File: config.mk
export PLATFORM = sky130hd
export DESIGN_NAME = xy_sample_ascii_reporter
export DESIGN_NICKNAME = d
export VERILOG_FILES = /design/src/rtl/xsar_pkg.sv /design/src/rtl/xsar_front.sv /design/src/rtl/xsar_bcd.sv /design/src/rtl/xsar_serial.sv /design/src/rtl/xy_sample_ascii_reporter.sv
export SDC_FILE = /design/constraint.sdc
export NUM_CORES = 1
export LEC_CHECK = 0
export BUFFER_PORTS_ARGS = -buffer_cell sky130_fd_sc_hd__clkbuf_2
export CORE_MARGIN = 4
export CORE_UTILIZATION = 35
export DETAILED_ROUTE_END_ITERATION = 12
export PLACE_DENSITY = 0.48
export SYNTH_ARGS = -nofsm -noshare
export SYNTH_HDL_FRONTEND = slang
export SYNTH_SLANG_ARGS = --single-unit
File: constraint.sdc
create_clock -name clk_i -period 7.55 [get_ports clk_i]
set_input_delay 0.755 -clock clk_i [delete_from_list [all_inputs] [get_ports clk_i]]
set_output_delay 0.755 -clock clk_i [all_outputs]
set_load 0.01 [all_outputs]
File: src/rtl/xsar_pkg.sv
// ----------------------------------------------------------------------------
// xsar_pkg
// Shared constants and types for the touch coordinate ASCII reporter.
// ----------------------------------------------------------------------------
`default_nettype none

package xsar_pkg;

  localparam int unsigned SAMPLE_W        = 10;
  localparam int unsigned LIMIT_W         = 11;
  localparam logic [LIMIT_W-1:0] LIMIT_RESET = 11'd900;
  localparam int unsigned DIGIT_COUNT_DEF = 5;

  // reciprocal multipliers for division by 100 and by 10
  localparam int unsigned DIV100_MUL   = 41;
  localparam int unsigned DIV100_SHIFT = 12;
  localparam int unsigned DIV10_MUL    = 205;
  localparam int unsigned DIV10_SHIFT  = 11;

  localparam logic [7:0] CH_X     = 8'h58;
  localparam logic [7:0] CH_Y     = 8'h59;
  localparam logic [7:0] CH_COLON = 8'h3A;
  localparam logic [7:0] CH_SPACE = 8'h20;
  localparam logic [7:0] CH_PLUS  = 8'h2B;
  localparam logic [7:0] CH_ZERO  = 8'h30;
  localparam logic [7:0] CH_NL    = 8'h0A;

  typedef struct packed {
    logic [SAMPLE_W-1:0] x;
    logic [SAMPLE_W-1:0] y;
  } sample_pair_t;

endpackage

`default_nettype wire

File: src/rtl/xsar_front.sv
// ----------------------------------------------------------------------------
// xsar_front
// Limit register, threshold check and input capture stage.
// ----------------------------------------------------------------------------
`default_nettype none

module xsar_front (
  input  wire logic                          clk_i,
  input  wire logic                          rst_ni,
  input  wire logic                          start_i,
  output logic                               busy_o,
  input  wire xsar_pkg::sample_pair_t        sample_i,
  input  wire logic                          cfg_we_i,
  input  wire logic [xsar_pkg::LIMIT_W-1:0]  cfg_wdata_i,
  output logic                               out_valid_o,
  output xsar_pkg::sample_pair_t             out_pair_o,
  input  wire logic                          out_ready_i
);

  logic [xsar_pkg::LIMIT_W-1:0] limit_q;
  logic                         s1_v_q;
  logic                         s1_v_d;
  xsar_pkg::sample_pair_t       s1_pair_q;
  logic                         take;
  logic                         pass;
  logic                         s1_ready;

  assign s1_ready = !s1_v_q || out_ready_i;
  assign busy_o   = !s1_ready;
  assign take     = start_i && s1_ready;
  assign pass     = ({1'b0, sample_i.x} < limit_q) && ({1'b0, sample_i.y} < limit_q);

  // a pair that fails the limit is taken but leaves no valid item behind
  always_comb begin
    s1_v_d = s1_v_q;
    if (s1_ready) begin
      s1_v_d = take && pass;
    end
  end

  always_ff @(posedge clk_i or negedge rst_ni) begin
    if (!rst_ni) begin
      limit_q <= xsar_pkg::LIMIT_RESET;
      s1_v_q  <= 1'b0;
    end else begin
      if (cfg_we_i) begin
        limit_q <= cfg_wdata_i;
      end
      s1_v_q <= s1_v_d;
    end
  end

  always_ff @(posedge clk_i) begin
    if (take && pass) begin
      s1_pair_q <= sample_i;
    end
  end

  assign out_valid_o = s1_v_q;
  assign out_pair_o  = s1_pair_q;

endmodule

`default_nettype wire

File: src/rtl/xsar_bcd.sv
// ----------------------------------------------------------------------------
// xsar_bcd
// Two-stage binary to decimal digit split for both coordinates.
// ----------------------------------------------------------------------------
`default_nettype none

module xsar_bcd #(
  parameter int unsigned DIGIT_COUNT = xsar_pkg::DIGIT_COUNT_DEF
) (
  input  wire logic                   clk_i,
  input  wire logic                   rst_ni,
  input  wire logic                   in_valid_i,
  output logic                        in_ready_o,
  input  wire xsar_pkg::sample_pair_t in_pair_i,
  output logic                        out_valid_o,
  input  wire logic                   out_ready_i,
  output logic [DIGIT_COUNT*4-1:0]    x_digits_o,
  output logic [DIGIT_COUNT*4-1:0]    y_digits_o,
  output logic                        x_zero_o,
  output logic                        y_zero_o
);

  // quotient by 100 (0..10) and remainder (0..99)
  function automatic logic [10:0] split_hund(input logic [9:0] v);
    logic [15:0] prod;
    logic [3:0]  h;
    logic [9:0]  r;
    prod = {6'b0, v} * 16'(xsar_pkg::DIV100_MUL);
    h    = 4'(prod >> xsar_pkg::DIV100_SHIFT);
    r    = v - ({6'b0, h} * 10'd100);
    if (r >= 10'd100) begin
      h = h + 4'd1;
      r = r - 10'd100;
    end
    return {h, r[6:0]};
  endfunction

  // four decimal digits, most significant first
  function automatic logic [15:0] split_low(input logic [3:0] h, input logic [6:0] r);
    logic [3:0]  th;
    logic [3:0]  hu;
    logic [14:0] prod;
    logic [3:0]  t;
    logic [6:0]  o;
    if (h >= 4'd10) begin
      th = 4'd1;
      hu = h - 4'd10;
    end else begin
      th = 4'd0;
      hu = h;
    end
    prod = {8'b0, r} * 15'(xsar_pkg::DIV10_MUL);
    t    = 4'(prod >> xsar_pkg::DIV10_SHIFT);
    o    = r - ({3'b0, t} * 7'd10);
    if (o >= 7'd10) begin
      t = t + 4'd1;
      o = o - 7'd10;
    end
    return {th, hu, t, o[3:0]};
  endfunction

  logic        s2_v_q;
  logic        s3_v_q;
  logic        s2_ready;
  logic        s3_ready;
  logic [10:0] s2_x_q;
  logic [10:0] s2_y_q;
  logic        s2_xz_q;
  logic        s2_yz_q;
  logic [15:0] s3_x_q;
  logic [15:0] s3_y_q;
  logic        s3_xz_q;
  logic        s3_yz_q;

  assign s3_ready   = !s3_v_q || out_ready_i;
  assign s2_ready   = !s2_v_q || s3_ready;
  assign in_ready_o = s2_ready;

  always_ff @(posedge clk_i or negedge rst_ni) begin
    if (!rst_ni) begin
      s2_v_q <= 1'b0;
      s3_v_q <= 1'b0;
    end else begin
      if (s2_ready) begin
        s2_v_q <= in_valid_i;
      end
      if (s3_ready) begin
        s3_v_q <= s2_v_q;
      end
    end
  end

  always_ff @(posedge clk_i) begin
    if (s2_ready && in_valid_i) begin
      s2_x_q  <= split_hund(in_pair_i.x);
      s2_y_q  <= split_hund(in_pair_i.y);
      s2_xz_q <= (in_pair_i.x == '0);
      s2_yz_q <= (in_pair_i.y == '0);
    end
    if (s3_ready && s2_v_q) begin
      s3_x_q  <= split_low(s2_x_q[10:7], s2_x_q[6:0]);
      s3_y_q  <= split_low(s2_y_q[10:7], s2_y_q[6:0]);
      s3_xz_q <= s2_xz_q;
      s3_yz_q <= s2_yz_q;
    end
  end

  // digits above the fourth are always zero for a 10-bit value
  for (genvar k = 0; k < DIGIT_COUNT; k++) begin : g_dig
    if (k < 4) begin : g_low
      assign x_digits_o[k*4 +: 4] = s3_x_q[k*4 +: 4];
      assign y_digits_o[k*4 +: 4] = s3_y_q[k*4 +: 4];
    end else begin : g_high
      assign x_digits_o[k*4 +: 4] = 4'd0;
      assign y_digits_o[k*4 +: 4] = 4'd0;
    end
  end

  assign out_valid_o = s3_v_q;
  assign x_zero_o    = s3_xz_q;
  assign y_zero_o    = s3_yz_q;

endmodule

`default_nettype wire

File: src/rtl/xsar_serial.sv
// ----------------------------------------------------------------------------
// xsar_serial
// Walks the report line template and sends one character per cycle.
// ----------------------------------------------------------------------------
`default_nettype none

module xsar_serial #(
  parameter int unsigned DIGIT_COUNT = xsar_pkg::DIGIT_COUNT_DEF
) (
  input  wire logic                     clk_i,
  input  wire logic                     rst_ni,
  input  wire logic                     in_valid_i,
  output logic                          in_ready_o,
  input  wire logic [DIGIT_COUNT*4-1:0] x_digits_i,
  input  wire logic [DIGIT_COUNT*4-1:0] y_digits_i,
  input  wire logic                     x_zero_i,
  input  wire logic                     y_zero_i,
  output logic                          text_valid_o,
  output logic [7:0]                    text_byte_o,
  output logic                          line_end_o
);

  localparam int unsigned LINE_LEN = 2 * DIGIT_COUNT + 10;
  localparam int unsigned POS_W    = $clog2(LINE_LEN);
  localparam int unsigned IDX_W    = $clog2(DIGIT_COUNT);
  localparam int unsigned P_XNUM   = 4;
  localparam int unsigned P_XSP    = 4 + DIGIT_COUNT;
  localparam int unsigned P_Y      = 5 + DIGIT_COUNT;
  localparam int unsigned P_YC     = 6 + DIGIT_COUNT;
  localparam int unsigned P_YSP    = 7 + DIGIT_COUNT;
  localparam int unsigned P_YPLUS  = 8 + DIGIT_COUNT;
  localparam int unsigned P_YNUM   = 9 + DIGIT_COUNT;
  localparam int unsigned P_NL     = 9 + 2 * DIGIT_COUNT;

  logic                     v_q;
  logic [POS_W-1:0]         pos_q;
  logic [POS_W-1:0]         pos_d;
  logic [DIGIT_COUNT*4-1:0] xd_q;
  logic [DIGIT_COUNT*4-1:0] yd_q;
  logic                     xz_q;
  logic                     yz_q;
  logic                     last;
  logic                     load;
  logic [POS_W-1:0]         xoff;
  logic [POS_W-1:0]         yoff;
  logic [IDX_W-1:0]         xidx;
  logic [IDX_W-1:0]         yidx;
  logic [7:0]               xch;
  logic [7:0]               ych;

  assign last       = (pos_q == POS_W'(P_NL));
  assign in_ready_o = !v_q || last;
  assign load       = in_valid_i && in_ready_o;

  assign xoff = pos_q - POS_W'(P_XNUM);
  assign yoff = pos_q - POS_W'(P_YNUM);
  assign xidx = IDX_W'(DIGIT_COUNT - 1) - xoff[IDX_W-1:0];
  assign yidx = IDX_W'(DIGIT_COUNT - 1) - yoff[IDX_W-1:0];
  assign xch  = xz_q ? xsar_pkg::CH_ZERO : (xsar_pkg::CH_ZERO + {4'b0, xd_q[xidx*4 +: 4]});
  assign ych  = yz_q ? xsar_pkg::CH_ZERO : (xsar_pkg::CH_ZERO + {4'b0, yd_q[yidx*4 +: 4]});

  // a zero value prints one digit and jumps past the rest of the field
  always_comb begin
    priority if (xz_q && pos_q == POS_W'(P_XNUM)) begin
      pos_d = POS_W'(P_XSP);
    end else if (yz_q && pos_q == POS_W'(P_YNUM)) begin
      pos_d = POS_W'(P_NL);
    end else begin
      pos_d = pos_q + POS_W'(1);
    end
  end

  always_comb begin
    priority if (pos_q == POS_W'(0)) begin
      text_byte_o = xsar_pkg::CH_X;
    end else if (pos_q == POS_W'(1)) begin
      text_byte_o = xsar_pkg::CH_COLON;
    end else if (pos_q == POS_W'(2)) begin
      text_byte_o = xsar_pkg::CH_SPACE;
    end else if (pos_q == POS_W'(3)) begin
      text_byte_o = xsar_pkg::CH_PLUS;
    end else if (pos_q < POS_W'(P_XSP)) begin
      text_byte_o = xch;
    end else if (pos_q == POS_W'(P_XSP)) begin
      text_byte_o = xsar_pkg::CH_SPACE;
    end else if (pos_q == POS_W'(P_Y)) begin
      text_byte_o = xsar_pkg::CH_Y;
    end else if (pos_q == POS_W'(P_YC)) begin
      text_byte_o = xsar_pkg::CH_COLON;
    end else if (pos_q == POS_W'(P_YSP)) begin
      text_byte_o = xsar_pkg::CH_SPACE;
    end else if (pos_q == POS_W'(P_YPLUS)) begin
      text_byte_o = xsar_pkg::CH_PLUS;
    end else if (pos_q < POS_W'(P_NL)) begin
      text_byte_o = ych;
    end else begin
      text_byte_o = xsar_pkg::CH_NL;
    end
  end

  always_ff @(posedge clk_i or negedge rst_ni) begin
    if (!rst_ni) begin
      v_q   <= 1'b0;
      pos_q <= '0;
    end else begin
      if (load) begin
        v_q   <= 1'b1;
        pos_q <= '0;
      end else if (v_q) begin
        if (last) begin
          v_q <= 1'b0;
        end else begin
          pos_q <= pos_d;
        end
      end
    end
  end

  always_ff @(posedge clk_i) begin
    if (load) begin
      xd_q <= x_digits_i;
      yd_q <= y_digits_i;
      xz_q <= x_zero_i;
      yz_q <= y_zero_i;
    end
  end

  assign text_valid_o = v_q;
  assign line_end_o   = v_q && last;

endmodule

`default_nettype wire

File: src/rtl/xy_sample_ascii_reporter.sv
// ----------------------------------------------------------------------------
// xy_sample_ascii_reporter
// Formats a touch coordinate pair as an ASCII report line, one byte a cycle.
// ----------------------------------------------------------------------------
//
//   channel   signals                            transfer
//   input     start_i, busy_o, x/y_sample_i      start_i high while busy_o low
//   result    text_valid_o, text_byte_o,         every cycle text_valid_o is
//             line_end_o                         high, no back-pressure
//   config    cfg_we_i, cfg_wdata_i              any edge with cfg_we_i high
//
// the first byte of a report reaches the result ports once its pair has passed
// the capture, hundreds split and digit split stages and been loaded into the
// line serialiser; a line is 20 bytes, 16 with one zero coordinate and 12
// with both, sent one byte a cycle, so the serialiser sets the sustained rate
// of pairs; it takes the next pair's digits only when idle or on a newline.
// a rejected pair is taken and sends nothing.
// three pairs can wait in the pipeline behind the line being sent; busy_o
// rises only when all stages are full. reset clears all valid bits and sets
// the limit to 900.
// ----------------------------------------------------------------------------
`default_nettype none

module xy_sample_ascii_reporter #(
  parameter int unsigned DIGIT_COUNT = xsar_pkg::DIGIT_COUNT_DEF
) (
  input  wire logic                          clk_i,
  input  wire logic                          rst_ni,
  input  wire logic                          start_i,
  output logic                               busy_o,
  input  wire logic [xsar_pkg::SAMPLE_W-1:0] x_sample_i,
  input  wire logic [xsar_pkg::SAMPLE_W-1:0] y_sample_i,
  input  wire logic                          cfg_we_i,
  input  wire logic [xsar_pkg::LIMIT_W-1:0]  cfg_wdata_i,
  output logic                               text_valid_o,
  output logic [7:0]                         text_byte_o,
  output logic                               line_end_o
);

  xsar_pkg::sample_pair_t   in_pair;
  xsar_pkg::sample_pair_t   s1_pair;
  logic                     s1_valid;
  logic                     bcd_ready;
  logic                     bcd_valid;
  logic                     ser_ready;
  logic [DIGIT_COUNT*4-1:0] x_digits;
  logic [DIGIT_COUNT*4-1:0] y_digits;
  logic                     x_zero;
  logic                     y_zero;

  assign in_pair.x = x_sample_i;
  assign in_pair.y = y_sample_i;

  xsar_front u_front (
    .clk_i       (clk_i),
    .rst_ni      (rst_ni),
    .start_i     (start_i),
    .busy_o      (busy_o),
    .sample_i    (in_pair),
    .cfg_we_i    (cfg_we_i),
    .cfg_wdata_i (cfg_wdata_i),
    .out_valid_o (s1_valid),
    .out_pair_o  (s1_pair),
    .out_ready_i (bcd_ready)
  );

  xsar_bcd #(
    .DIGIT_COUNT (DIGIT_COUNT)
  ) u_bcd (
    .clk_i       (clk_i),
    .rst_ni      (rst_ni),
    .in_valid_i  (s1_valid),
    .in_ready_o  (bcd_ready),
    .in_pair_i   (s1_pair),
    .out_valid_o (bcd_valid),
    .out_ready_i (ser_ready),
    .x_digits_o  (x_digits),
    .y_digits_o  (y_digits),
    .x_zero_o    (x_zero),
    .y_zero_o    (y_zero)
  );

  xsar_serial #(
    .DIGIT_COUNT (DIGIT_COUNT)
  ) u_serial (
    .clk_i        (clk_i),
    .rst_ni       (rst_ni),
    .in_valid_i   (bcd_valid),
    .in_ready_o   (ser_ready),
    .x_digits_i   (x_digits),
    .y_digits_i   (y_digits),
    .x_zero_i     (x_zero),
    .y_zero_i     (y_zero),
    .text_valid_o (text_valid_o),
    .text_byte_o  (text_byte_o),
    .line_end_o   (line_end_o)
  );

endmodule

`default_nettype wire

# Word level (Yosys, flattened, before mapping)
# Cells that the tools add are included.
# classes
addsub	21
n_mul	8
n_lt_le_gt_ge	10
n_eq_ne	12
shift	2
n_mux	33
reduce_logical	23
# op_table
operator	count
2-to-1 mux 8 bit	13
variable part select 20 x 6 -> 4 bit	2
multiplier 10 x 6 -> 16 bit (second input constant)	2
2-to-1 mux 4 bit	8
== test 5 x 4 -> 1 bit (second input constant)	6
multiplier 7 x 8 -> 15 bit (second input constant)	2
2-to-1 mux 5 bit	5
< comparator 10 x 11 -> 1 bit	2
greater-or-equal comparator 10 x 7 -> 1 bit (second input constant)	2
zero test 10 bit	2
subtractor 10 bit	2
adder 4 x 1 -> 4 bit (second input constant)	4
multiplier 4 x 5 -> 8 bit (second input constant)	2
subtractor 4 bit (second input constant)	4
adder 6 x 4 -> 7 bit (first input constant)	2
greater-or-equal comparator 7 x 4 -> 1 bit (second input constant)	2
2-to-1 mux 7 bit	2
subtractor 7 bit	2
subtractor 7 bit (second input constant)	2
multiplier 4 x 3 -> 6 bit (second input constant)	2
== test 5 x 2 -> 1 bit (second input constant)	2
logical AND 1 bit	9
greater-or-equal comparator 4 bit (second input constant)	2
subtractor 3 bit (first input constant)	2
14 further kinds	26
# word_totals
ff_bits	132
input_bits	35
output_inout_bits	11
word_cells	129

# Logic depth before layout (Yosys ltp)
# Gate-level depths: netlist of run 1.
# depth
ltp_word	16
mapped_depth	26
ltp_nobuf	26

# By module
# From an unflattened synthesis of run 1, not the netlist that was laid out.
# hier_totals
hier_cells	998
hier_area_um2	11091.9
# by_module_without_submodules
mod	instances	cells_each	area_per_inst_um2	seq_area_each_um2
xsar_bcd	1	688	7173.1	1611.5
xsar_serial	1	198	2439.8	1411.4
xsar_front	1	112	1478.9	905.9

# Worst setup path before layout of run 1
# OpenSTA, ideal clock, no wires.
# synth_timing
path_type	register -> register
start	register u_bcd.s2_x_q[4]
end	register u_bcd.s3_x_q[4], data pin
setup_ns	0.271
t_arrival_ns	5.629
t_required_ns	7.279
slack_ns	1.650
path_stages_with_launch	25
n_path_buf	0
period_less_slack_ns	5.900
path_cell_list	edfxtp_1 ha_1 ha_1 fa_1 inv_1 fa_1 inv_1 ha_1 a21o_1 a21oi_1 o221ai_1 a211oi_1 nor3_1 xor2_1 ha_1 inv_1 fa_1 ha_1 and2_1 o21ai_0 o31ai_1 a311oi_1 xnor2_1 nand2_1 xor2_1
# synth_between
elab_chain_len	5
elab_cells_between_ends	6
classes_between	add/sub (2); mul (2); order compare (1); mux (1)
# synth_rtl
element	line	rtl
start: declaration	xsar_bcd.sv:66	logic [10:0] s2_x_q;
start signal: assignment	xsar_bcd.sv:95	s2_x_q <= split_hund(in_pair_i.x);
multiplier 7 x 8 -> 15 bit	xsar_bcd.sv:52	prod = {8'b0, r} * 15'(xsar_pkg::DIV10_MUL);
multiplier 4 x 3 -> 6 bit	xsar_bcd.sv:54	o = r - ({3'b0, t} * 7'd10);
subtractor 7 bit	xsar_bcd.sv:54	
greater-or-equal comparator 7 x 4 -> 1 bit	xsar_bcd.sv:55	if (o >= 7'd10) begin
2-to-1 mux 4 bit (*)	xsar_bcd.sv:55	
end signal: assignment	xsar_bcd.sv:101	s3_x_q <= split_low(s2_x_q[10:7], s2_x_q[6:0]);
end: declaration	xsar_bcd.sv:70	logic [15:0] s3_x_q;
# Mark *: on every way between the ends. The rest lies on a longest branch, timed or not.
# A chain may end at the register's enable or synchronous reset.

# Worst setup path in the final report of run 1
# Ends and elaborated chain as after synthesis.

==> results of run 1 <==
[cells by family (layout without fill, tap and decap cells)]
logic type	after synthesis	after routing	share of synthesized area
flops	120	120	0.338
compound gates	205	205	0.133
mux	19	19	0.0225
simple gates	198	198	0.0997
xor+xnor	61	61	0.0571
other cells	1	1	0.000361
fa+ha+maj	236	236	0.307
buf+inv	117	183	0.0426
[power by group through the flow]
stage          combinational [mW]  clock, mW  sequential (mW)
6_report                    0.575      0.718            0.766
5_1_grt                     0.652      0.771            0.768
4_1_cts                     0.581      0.741            0.766
3_5_place_dp                0.577          0            0.778
3_3_place_gp                0.575          0            0.779
2_1_floorplan               0.473          0            0.763
[synth_stat cells (5+ instances only)]
cell type  count  share of area
nand2_1       53          0.019
o31a_1         8         0.0067
o21ai_1        5         0.0024
xor2_1        19          0.016
xnor2_1       35          0.029
nand2b_1      10         0.0060
xnor2_2        6         0.0094
nor4_1         7         0.0042
a211oi_1       6         0.0043
nor2_1        42          0.015
and2_1         5         0.0030
inv_1        103          0.037
o22ai_1       10         0.0060
nand3_1       17         0.0082
o21ai_0       45          0.022
edfxtp_1     100           0.29
ha_1         204           0.25
o21a_1        22          0.016
a21o_1        17          0.012
a21oi_1       40          0.019
dfrtp_1       16          0.039
nand4_1        5         0.0030
nor3_1        18         0.0087
mux2i_1       10         0.0096
o31ai_1       14          0.010
fa_1          32          0.062
nor2b_1       11         0.0066
clkbuf_1      12         0.0043
[critical path, delay by kind of cell (launching register included)]
| family | cells | cell delay [ns] |
|---|---|---|
| AOI/OAI and AO/OA | 6 | 1.19 |
| xor gates and xnor gates | 3 | 0.88 |
| adders and majority gates | 9 | 3.06 |
| buffers and inverters | 3 | 0.13 |
| DFF | 1 | 0.48 |
| and+or+nand+nor | 2 | 0.36 |
[layout make-up]
type                       count  area, um2
timing repair buffer          48        250
sequential                   120       3510
multi-input combinational    720       6450
clock inverter                11       82.6
inverter                     103        387
fill                        2847      17400
tap                          384        480
clock buffer                  21        450
[state kept, by name (all words and copies together) (netlist names), 5 cells and up]
signal and cells:
u_serial.pos_q 5, u_bcd.s2_x_q 11, u_bcd.s2_y_q 11, u_serial.xd_q 13, u_front.out_pair_o 20, u_serial.yd_q 13
u_front.limit_q 11, u_bcd.s3_x_q 13, u_bcd.s3_y_q 13
[worst min path at each step]
stage / startpoint / endpoint / slack (ns) / cells past startpoint
2_1_floorplan: u_bcd.s2_x_q[7] / u_bcd.s3_x_q[8] / 0.40 / 0
3_3_place_gp: u_bcd.s3_x_q[2] / u_serial.xd_q[2] / 0.40 / 0
3_5_place_dp: u_bcd.s3_x_q[0] / u_serial.xd_q[0] / 0.40 / 0
4_1_cts: rst_ni / u_front.limit_q[6] / 0.33 / 1
5_1_grt: rst_ni / u_front.limit_q[6] / 0.36 / 1
6_report: rst_ni / u_front.limit_q[6] / 0.33 / 1
[per-layer routing]
layer | wire length [um] | GRT usage
met1 | 10600 | 0.184
met2 | 8600 | 0.195
met3 | 873 | 0.0291
met4 | 202 | 0.0327
met5 | 0 | 0
==> results.sh, run 1 <==
export IMPL_timing_final_crit_period_ns=6.37
export IMPL_place_congestion=0.813
export IMPL_slowest_delay_ns=0.50
export IMPL_clock_skew_final_ns=0.00687
export IMPL_critPathLaunch="u_bcd.s2_x_q[4]"
export IMPL_finalHoldViolCount=0
export IMPL_synth_seq_area_share=0.338
export IMPL_drtPass1Iterations=4
export IMPL_max_vdd_ir_drop_uv=146
export IMPL_tns_ns=0
export IMPL_grt_max_degree=29
export IMPL_endpoint_kind="register"
export IMPL_final_core_util=0.400
export IMPL_htree_num_levels=4
export IMPL_antenna_found_initial=0
export IMPL_dp_hpwl_mm=16.6
export IMPL_cts_sinks=120
export IMPL_insertion_delay_ns=0.41
export IMPL_num_rows=62
export IMPL_holdWs_ns=0.327
export IMPL_synth_nets=1228
export IMPL_pre_cts_slack_ns=1.09
export IMPL_cts_tree="built"
export IMPL_required_ns=7.69
export IMPL_final_common_cell="ha_1"
export IMPL_grt_use_total=0.128
export IMPL_synth_area_mm2=0.0104
export IMPL_cts_setup_buffers=0
export IMPL_grt_overflow_total=0
export IMPL_start_util=0.358
export IMPL_post_drt_wl_per_cell_um=14.4
export IMPL_place_area_mm2=0.0111
export IMPL_postLayoutCellArea_mm2=0.0116
export IMPL_status="finished, final reports clean"
export IMPL_antenna_left=0
export IMPL_synth_edf_count=100
export IMPL_p_leak_nw=5.19
export IMPL_final_nets=1281
export IMPL_cts_root_buf="clkbuf_16"
export IMPL_internal_power_mw=1.45
export IMPL_cp_data_arrival_time_ns=6.51
export IMPL_cts_inserted_buffers=17
export IMPL_cts_clk_slew_worst_paths_ns=0.05
export IMPL_area_growth_pct=11.7
export IMPL_drc=0
export IMPL_synth_seq_cells=120
export IMPL_final_max_slew_viol_count=0
export IMPL_coreArea_mm2=0.0290
export IMPL_dp_cells=1375
export IMPL_vias=6904
export IMPL_synthCells=957
export IMPL_critPathKind="reg -> reg"
export IMPL_r2r_start="u_bcd.s2_x_q[4]"
export IMPL_power_switching_mw=0.605
export IMPL_path_cells="ha_1 -> ha_1 -> fa_1 -> inv_1 -> fa_1 -> inv_1 -> ha_1 -> a21o_1 -> a21oi_1 -> o221ai_1 -> xor2_1 -> ha_1 -> ha_1 -> inv_1 -> fa_1 -> ha_1 -> and2_1 -> o21ai_0 -> o31ai_1 -> a311oi_1 -> xnor2_1 -> nand2_1 -> xor2_1"
export IMPL_swShare=0.294
export IMPL_ys_flop_type="edfxtp_1"
export IMPL_r2r_cells=23
export IMPL_die_w_um=180
export IMPL_first_global_vias=6982
export IMPL_antenna_cells=0
export IMPL_p_comb_frac=0.279
export IMPL_min_path_type="in -> async"
export IMPL_seq_power_share=0.372
export IMPL_finalSetupViolations=0
export IMPL_syn_area_per_cell_um2=10.9
export IMPL_drive_gt1_frac=0.107
export IMPL_reg2reg_slack_ns=1.18
export IMPL_cts_path_max_buffers=2
export IMPL_power_density_mw_per_mm2=177
export IMPL_max_freq_mhz=157
export IMPL_stdcell_count=1407
export IMPL_slew_headroom=0.274
export IMPL_cts_resized=0
export IMPL_avgViaCountPerCell=4.91
export IMPL_clkPwrFrac=0.349
export IMPL_endpoint="u_bcd.s3_x_q[4]"
export IMPL_max_cap_viol_count=0
export IMPL_worstMarginPinSlew_ns=1.09
export IMPL_die_area_mm2=0.0325
export IMPL_num_io_pins=46
export IMPL_p_total_mw=2.06
export IMPL_routed_wl_mm=20.3
export IMPL_cpMaxStageDelayCell="fa_1"
export IMPL_layout_common_cells="204 x ha_1, 103 x inv_1, 100 x edfxtp_1"
export IMPL_timing_rr_end="u_bcd.s3_x_q[4]"
export IMPL_critPathLaunchType="register"
export IMPL_ys_types=71
export IMPL_portBuffers=44
export IMPL_async_flop_share=0.167
export IMPL_holdBufCountCts=0
export IMPL_cp_max_fo=6
export IMPL_fin_crit_sh=0.844
export IMPL_fin_ws_ns=1.18
export IMPL_rsz0062_at_grt="false"
export IMPL_yosys_warnings=0
export IMPL_drt_iter0_drc=344
export IMPL_cpMostUsedCell="ha_1"
export IMPL_die_h_um=180
export IMPL_grt_pass1_wl_mm=34.6
Note: power is estimated with default switching activity, not from simulation.
==> run 2, diff against run 1 <==
--- a/config.mk
+++ b/config.mk
@@ -5,6 +5,7 @@
 export SDC_FILE = /design/constraint.sdc
 export NUM_CORES = 1
 export LEC_CHECK = 0
+export ABC_AREA = 1
 export BUFFER_PORTS_ARGS = -buffer_cell sky130_fd_sc_hd__clkbuf_2
 export CORE_MARGIN = 4
 export CORE_UTILIZATION = 35
==> constraint.sdc (replaced) <==
create_clock -name clk_i -period 6.2 [get_ports clk_i]
set_input_delay 0.62 -clock clk_i [delete_from_list [all_inputs] [get_ports clk_i]]
set_output_delay 0.62 -clock clk_i [all_outputs]
set_load 0.01 [all_outputs]
==> results.sh, run 2 <==
export IMPL_status="finished, final reports clean"
export IMPL_tns_ns=0
export IMPL_final_nets=1652
export IMPL_finalSetupViolations=0
export IMPL_cts_sinks=120
export IMPL_slowest_delay_ns=0.51
export IMPL_place_congestion=0.847
export IMPL_vias=8444
export IMPL_cp_data_arrival_time_ns=5.97
export IMPL_routed_wl_mm=23.9
export IMPL_async_flop_share=0.167
export IMPL_first_global_vias=8351
export IMPL_post_synth_top_count_cell="nand2_1"
export IMPL_holdWs_ns=0.192
export IMPL_grt_pass1_wl_mm=41.2
export IMPL_synth_top_area_frac=0.267
export IMPL_portBuffers=44
export IMPL_ys_flop_type="edfxtp_1"
export IMPL_antenna_left=0
export IMPL_drtPass1Iterations=4
export IMPL_final_max_slew_viol_count=0
export IMPL_synthCells=1316
export IMPL_grt_overflow_total=0
export IMPL_cts_tree="built"
export IMPL_cpMaxStageDelayCell="fa_1"
export IMPL_grt_use_total=0.141
export IMPL_synth_seq_area_share=0.312
export IMPL_dp_hpwl_mm=20.0
export IMPL_worstMarginPinSlew_ns=1.11
export IMPL_insertion_delay_ns=0.41
export IMPL_htree_num_levels=4
export IMPL_ys_top_cells_by_count="301 x nand2_1, 225 x inv_1, 204 x ha_1"
export IMPL_clock_skew_final_ns=0.00700
export IMPL_max_freq_mhz=172
export IMPL_synth_area_mm2=0.0112
export IMPL_post_drt_wl_per_cell_um=13.3
export IMPL_syn_area_per_cell_um2=8.54
export IMPL_cts_path_max_buffers=2
export IMPL_fin_crit_sh=0.938
export IMPL_grt_max_degree=29
export IMPL_die_area_mm2=0.0350
export IMPL_layout_common_cells="299 x nand2_1, 225 x inv_1, 203 x ha_1"
export IMPL_num_rows=65
export IMPL_critPathKind="reg -> reg"
export IMPL_cp_max_fo=7
export IMPL_antenna_cells=0
export IMPL_num_io_pins=46
export IMPL_yosys_top_cells_area="edfxtp_1 27%, ha_1 23%, nand2_1 10%"
export IMPL_drt_iter0_drc=352
export IMPL_max_cap_viol_count=0
export IMPL_nFillCells=3172
export IMPL_synth_seq_cells=120
export IMPL_avgViaCountPerCell=4.70
export IMPL_cpMostUsedCell="nand2_1"
export IMPL_required_ns=6.36
export IMPL_antenna_found_initial=0
export IMPL_final_common_cell="nand2_1"
export IMPL_ys_types=53
export IMPL_cts_root_buf="clkbuf_16"
export IMPL_drc=0
export IMPL_rsz0062_at_grt="false"
export IMPL_yosys_warnings=0
export IMPL_endpoint_kind="register"
export IMPL_synth_largest_area_cell="edfxtp_1"
export IMPL_area_growth_pct=12.2
export IMPL_r2r_cells=32
export IMPL_cts_clk_slew_worst_paths_ns=0.05
export IMPL_drive_gt1_frac=0.0940
export IMPL_synth_edf_count=100
export IMPL_coreArea_mm2=0.0316
export IMPL_cts_inserted_buffers=17
export IMPL_largest_reg_flops=20
export IMPL_min_path_type="in -> async"
export IMPL_finalHoldViolCount=0
export IMPL_timing_final_crit_period_ns=5.82
export IMPL_start_util=0.355
export IMPL_synth_nets=1587
export IMPL_die_h_um=187
export IMPL_critPathLaunchType="register"
export IMPL_holdBufCountCts=0
export IMPL_die_w_um=187
export IMPL_slew_headroom=0.261
## run 2: cell count changes in the layout (fill, tap and decap cells not counted), sizes merged, moves of 11 or more
cell,before,now
inv,103,232
o21ai,50,61
xnor2,41,17
o31ai,14,2
nand2,53,309
nand4,5,33
nor2b,13,0
nor2,42,84
mux2i,11,0
a21oi,40,51
o21a,22,1
nand3,17,72
a21o,17,3
## run 2: worst paths after layout
kind | start | endpoint | slack, ns
worst min-delay path | rst_ni | u_front.limit_q[5] | 0.19
max in group asynchronous | rst_ni | u_serial.pos_q[1] | 5.62
worst min register to register | u_bcd.s3_x_q[9] | u_serial.xd_q[9] | 0.41
min in group clk_i | x_sample_i[1] | u_front.out_pair_o[11] | 0.41
worst max register to register | u_bcd.s2_x_q[4] | u_bcd.s3_x_q[4] | 0.38
worst max-delay path | u_bcd.s2_x_q[4] | u_bcd.s3_x_q[4] | 0.38
## run 2: stage by stage
step	setup slack (ns)	instance area, um2	cells	util
after floorplan	0.917	11200	1316	-
after global placement	0.165	12000	1759	0.378
after detailed placement	0.236	12000	1759	0.378
after CTS	0.200	12500	1791	0.396
after global routing	0.00225	12600	1796	0.399
final	0.384	12600	1796	0.399
## run 2: cell type report
type	count	area, um2	area share
Clock inverter	15	160	0.0127
Clock buffer	17	425	0.0337
Inverter	232	871	0.0691
Multi-Input combinational cell	958	6860	0.544
Tap cell	402	503	0.0399
Timing Repair Buffer	52	280	0.0222
Sequential cell	120	3510	0.278
## run 2: cells by family (layout without fill, tap and decap cells)
family          Yosys count  in the layout  synth area share
fa+ha+maj               236            236             0.284
flops                   120            120             0.312
compound gates          147            147            0.0747
simple gates            532            532             0.209
buf+inv                 238            316            0.0806
xor+xnor                 42             42            0.0392
other cells               1              1          0.000334
## run 2: layer usage
layer / track usage / wire length [um] / vias up
li1: - / - / 4528
met1: 0.210 / 12800 / 3787
met2: 0.216 / 10200 / 117
met3: 0.0263 / 812 / 12
met4: 0.0250 / 145 / 0
met5: 0 / 0 / -
## run 2: worst max-delay path: cells and delay by family (launching register included)
family          cells  cell delay, ns
compound gates      1            0.20
buf+inv             7            0.63
flops               1            0.45
fa+ha+maj           9            3.04
simple gates       15            1.23
## run 2: timing repair
item,in CTS,in global routing
endpoints found under the setup margin,0,23
endpoints found under the hold margin,0,0
resized for setup,0,6
setup buffers,0,5
Power of run 2 is left out: the tool's default activity adds up to more than one toggle a clock period on the data nets, which glitch-free logic cannot reach.
==> run 3, diff against run 2 <==
--- a/config.mk
+++ b/config.mk
@@ -8,9 +8,10 @@
 export ABC_AREA = 1
 export BUFFER_PORTS_ARGS = -buffer_cell sky130_fd_sc_hd__clkbuf_2
 export CORE_MARGIN = 4
-export CORE_UTILIZATION = 35
+export CORE_UTILIZATION = 50
 export DETAILED_ROUTE_END_ITERATION = 12
-export PLACE_DENSITY = 0.48
+export PLACE_DENSITY = 0.65
+export REMOVE_ABC_BUFFERS = 1
 export SYNTH_ARGS = -nofsm -noshare
 export SYNTH_HDL_FRONTEND = slang
 export SYNTH_SLANG_ARGS = --single-unit
==> results.sh, run 3 (same netlist as run 2, synthesis figures left out) <==
export IMPL_num_rows=54
export IMPL_cpMostUsedCell="nand2_1"
export IMPL_final_core_util=0.565
export IMPL_portBuffers=44
export IMPL_slowest_delay_ns=0.50
export IMPL_cts_sinks=120
export IMPL_die_area_mm2=0.0249
export IMPL_die_h_um=158
export IMPL_final_common_cell="nand2_1"
export IMPL_min_path_type="in -> async"
export IMPL_start_util=0.512
export IMPL_cts_tree="built"
export IMPL_cpMaxStageDelayCell="fa_1"
export IMPL_timing_final_crit_period_ns=5.75
export IMPL_drive_gt1_frac=0.0918
export IMPL_place_congestion=0.901
export IMPL_final_max_slew_viol_count=0
export IMPL_cp_max_fo=9
export IMPL_rsz0062_at_grt="false"
export IMPL_slew_headroom=0.280
export IMPL_holdWs_ns=0.200
export IMPL_grt_pass1_wl_mm=39.1
export IMPL_cts_root_buf="clkbuf_16"
export IMPL_dp_hpwl_mm=18.4
export IMPL_vias=8702
export IMPL_cts_clk_slew_worst_paths_ns=0.05
export IMPL_area_growth_pct=10.3
export IMPL_final_nets=1653
export IMPL_antenna_found_initial=0
export IMPL_status="finished, final reports clean"
export IMPL_clock_skew_final_ns=0.0133
export IMPL_finalHoldViolCount=0
export IMPL_holdBufCountCts=0
export IMPL_post_drt_wl_per_cell_um=13.5
export IMPL_coreArea_mm2=0.0220
export IMPL_nFillCells=1967
export IMPL_tns_ns=0
export IMPL_max_freq_mhz=174
export IMPL_finalSetupViolations=0
export IMPL_die_w_um=158
export IMPL_required_ns=6.34
export IMPL_max_cap_viol_count=0
export IMPL_antenna_cells=0
export IMPL_antenna_left=0
export IMPL_endpoint_kind="register"
export IMPL_first_global_vias=8385
export IMPL_cp_data_arrival_time_ns=5.88
export IMPL_r2r_start="u_bcd.s2_y_q[5]"
export IMPL_critPathKind="reg -> reg"
export IMPL_grt_use_total=0.191
export IMPL_worstMarginPinSlew_ns=1.08
export IMPL_insertion_delay_ns=0.40
export IMPL_grt_overflow_total=0
export IMPL_drc=0
export IMPL_grt_max_degree=29
export IMPL_largest_reg_flops=20
export IMPL_fin_crit_sh=0.927
export IMPL_drtPass1Iterations=5
export IMPL_drt_iter0_drc=493
export IMPL_pre_cts_slack_ns=0.311
export IMPL_layout_common_cells="299 x nand2_1, 225 x inv_1, 204 x ha_1"
export IMPL_fin_ws_ns=0.451
export IMPL_cts_inserted_buffers=17
export IMPL_avgViaCountPerCell=5.20
export IMPL_critPathLaunchType="register"
export IMPL_critPathLaunch="u_bcd.s2_y_q[5]"
export IMPL_routed_wl_mm=22.7
export IMPL_cts_path_max_buffers=2
export IMPL_htree_num_levels=4
export IMPL_num_io_pins=46
-- run 3: through the flow --
stage	instance area, um2	cells
5_1_grt	12400	1675
2_1_floorplan	11200	1310
4_1_cts	12300	1668
6_report	12400	1675
3_3_place_gp	11800	1636
3_5_place_dp	11800	1636
-- run 3: routing by layer --
metal / part of all wire / wire length [um] / track usage / vias up
met5: 0 / 0 / 0 / -
met2: 0.44 / 9980 / 0.298 / 208
met4: 0.0080 / 181 / 0.0344 / 0
met3: 0.049 / 1120 / 0.0358 / 15
li1: - / - / - / 4536
met1: 0.50 / 11400 / 0.281 / 3943
-- run 3: area by class of cell --
class	count	area (um2)	share of cell area
inverter	232	871	0.0702
tap	280	350	0.0283
clock inverter	11	82.6	0.00666
timing repair buffer	53	288	0.0232
clock buffer	21	440	0.0355
sequential	120	3510	0.283
multi-input combinational	958	6860	0.553
-- run 3: worst paths after layout --
path / end / slack, ns / cells past startpoint
max: u_bcd.s3_y_q[4] / 0.45 / 28
min: u_front.limit_q[6] / 0.20 / 1
max reg2reg: u_bcd.s3_y_q[4] / 0.45 / 28
min reg2reg: u_serial.yd_q[3] / 0.41 / 0
max in group asynchronous: u_serial.pos_q[3] / 5.61 / 1
min in group clk_i: u_front.out_pair_o[15] / 0.41 / 1
-- run 3: what timing repair did --
item                                    in CTS  in global routing
buffers inserted                             0                  7
resized for setup                            0                  5
endpoints found under the setup margin       0                 19
-- run 3: critical path, delay by kind of cell, from the launching register on --
family / cells / cell delay (ns)
AO/OA/AOI/OAI: 2 / 0.42
AND/OR/NAND/NOR: 12 / 1.19
flip-flops: 1 / 0.47
XOR/XNOR: 1 / 0.21
adder cells (fa/ha/maj): 8 / 2.95
buffers and inverters: 5 / 0.27
Power of run 3 is left out for the same reason.
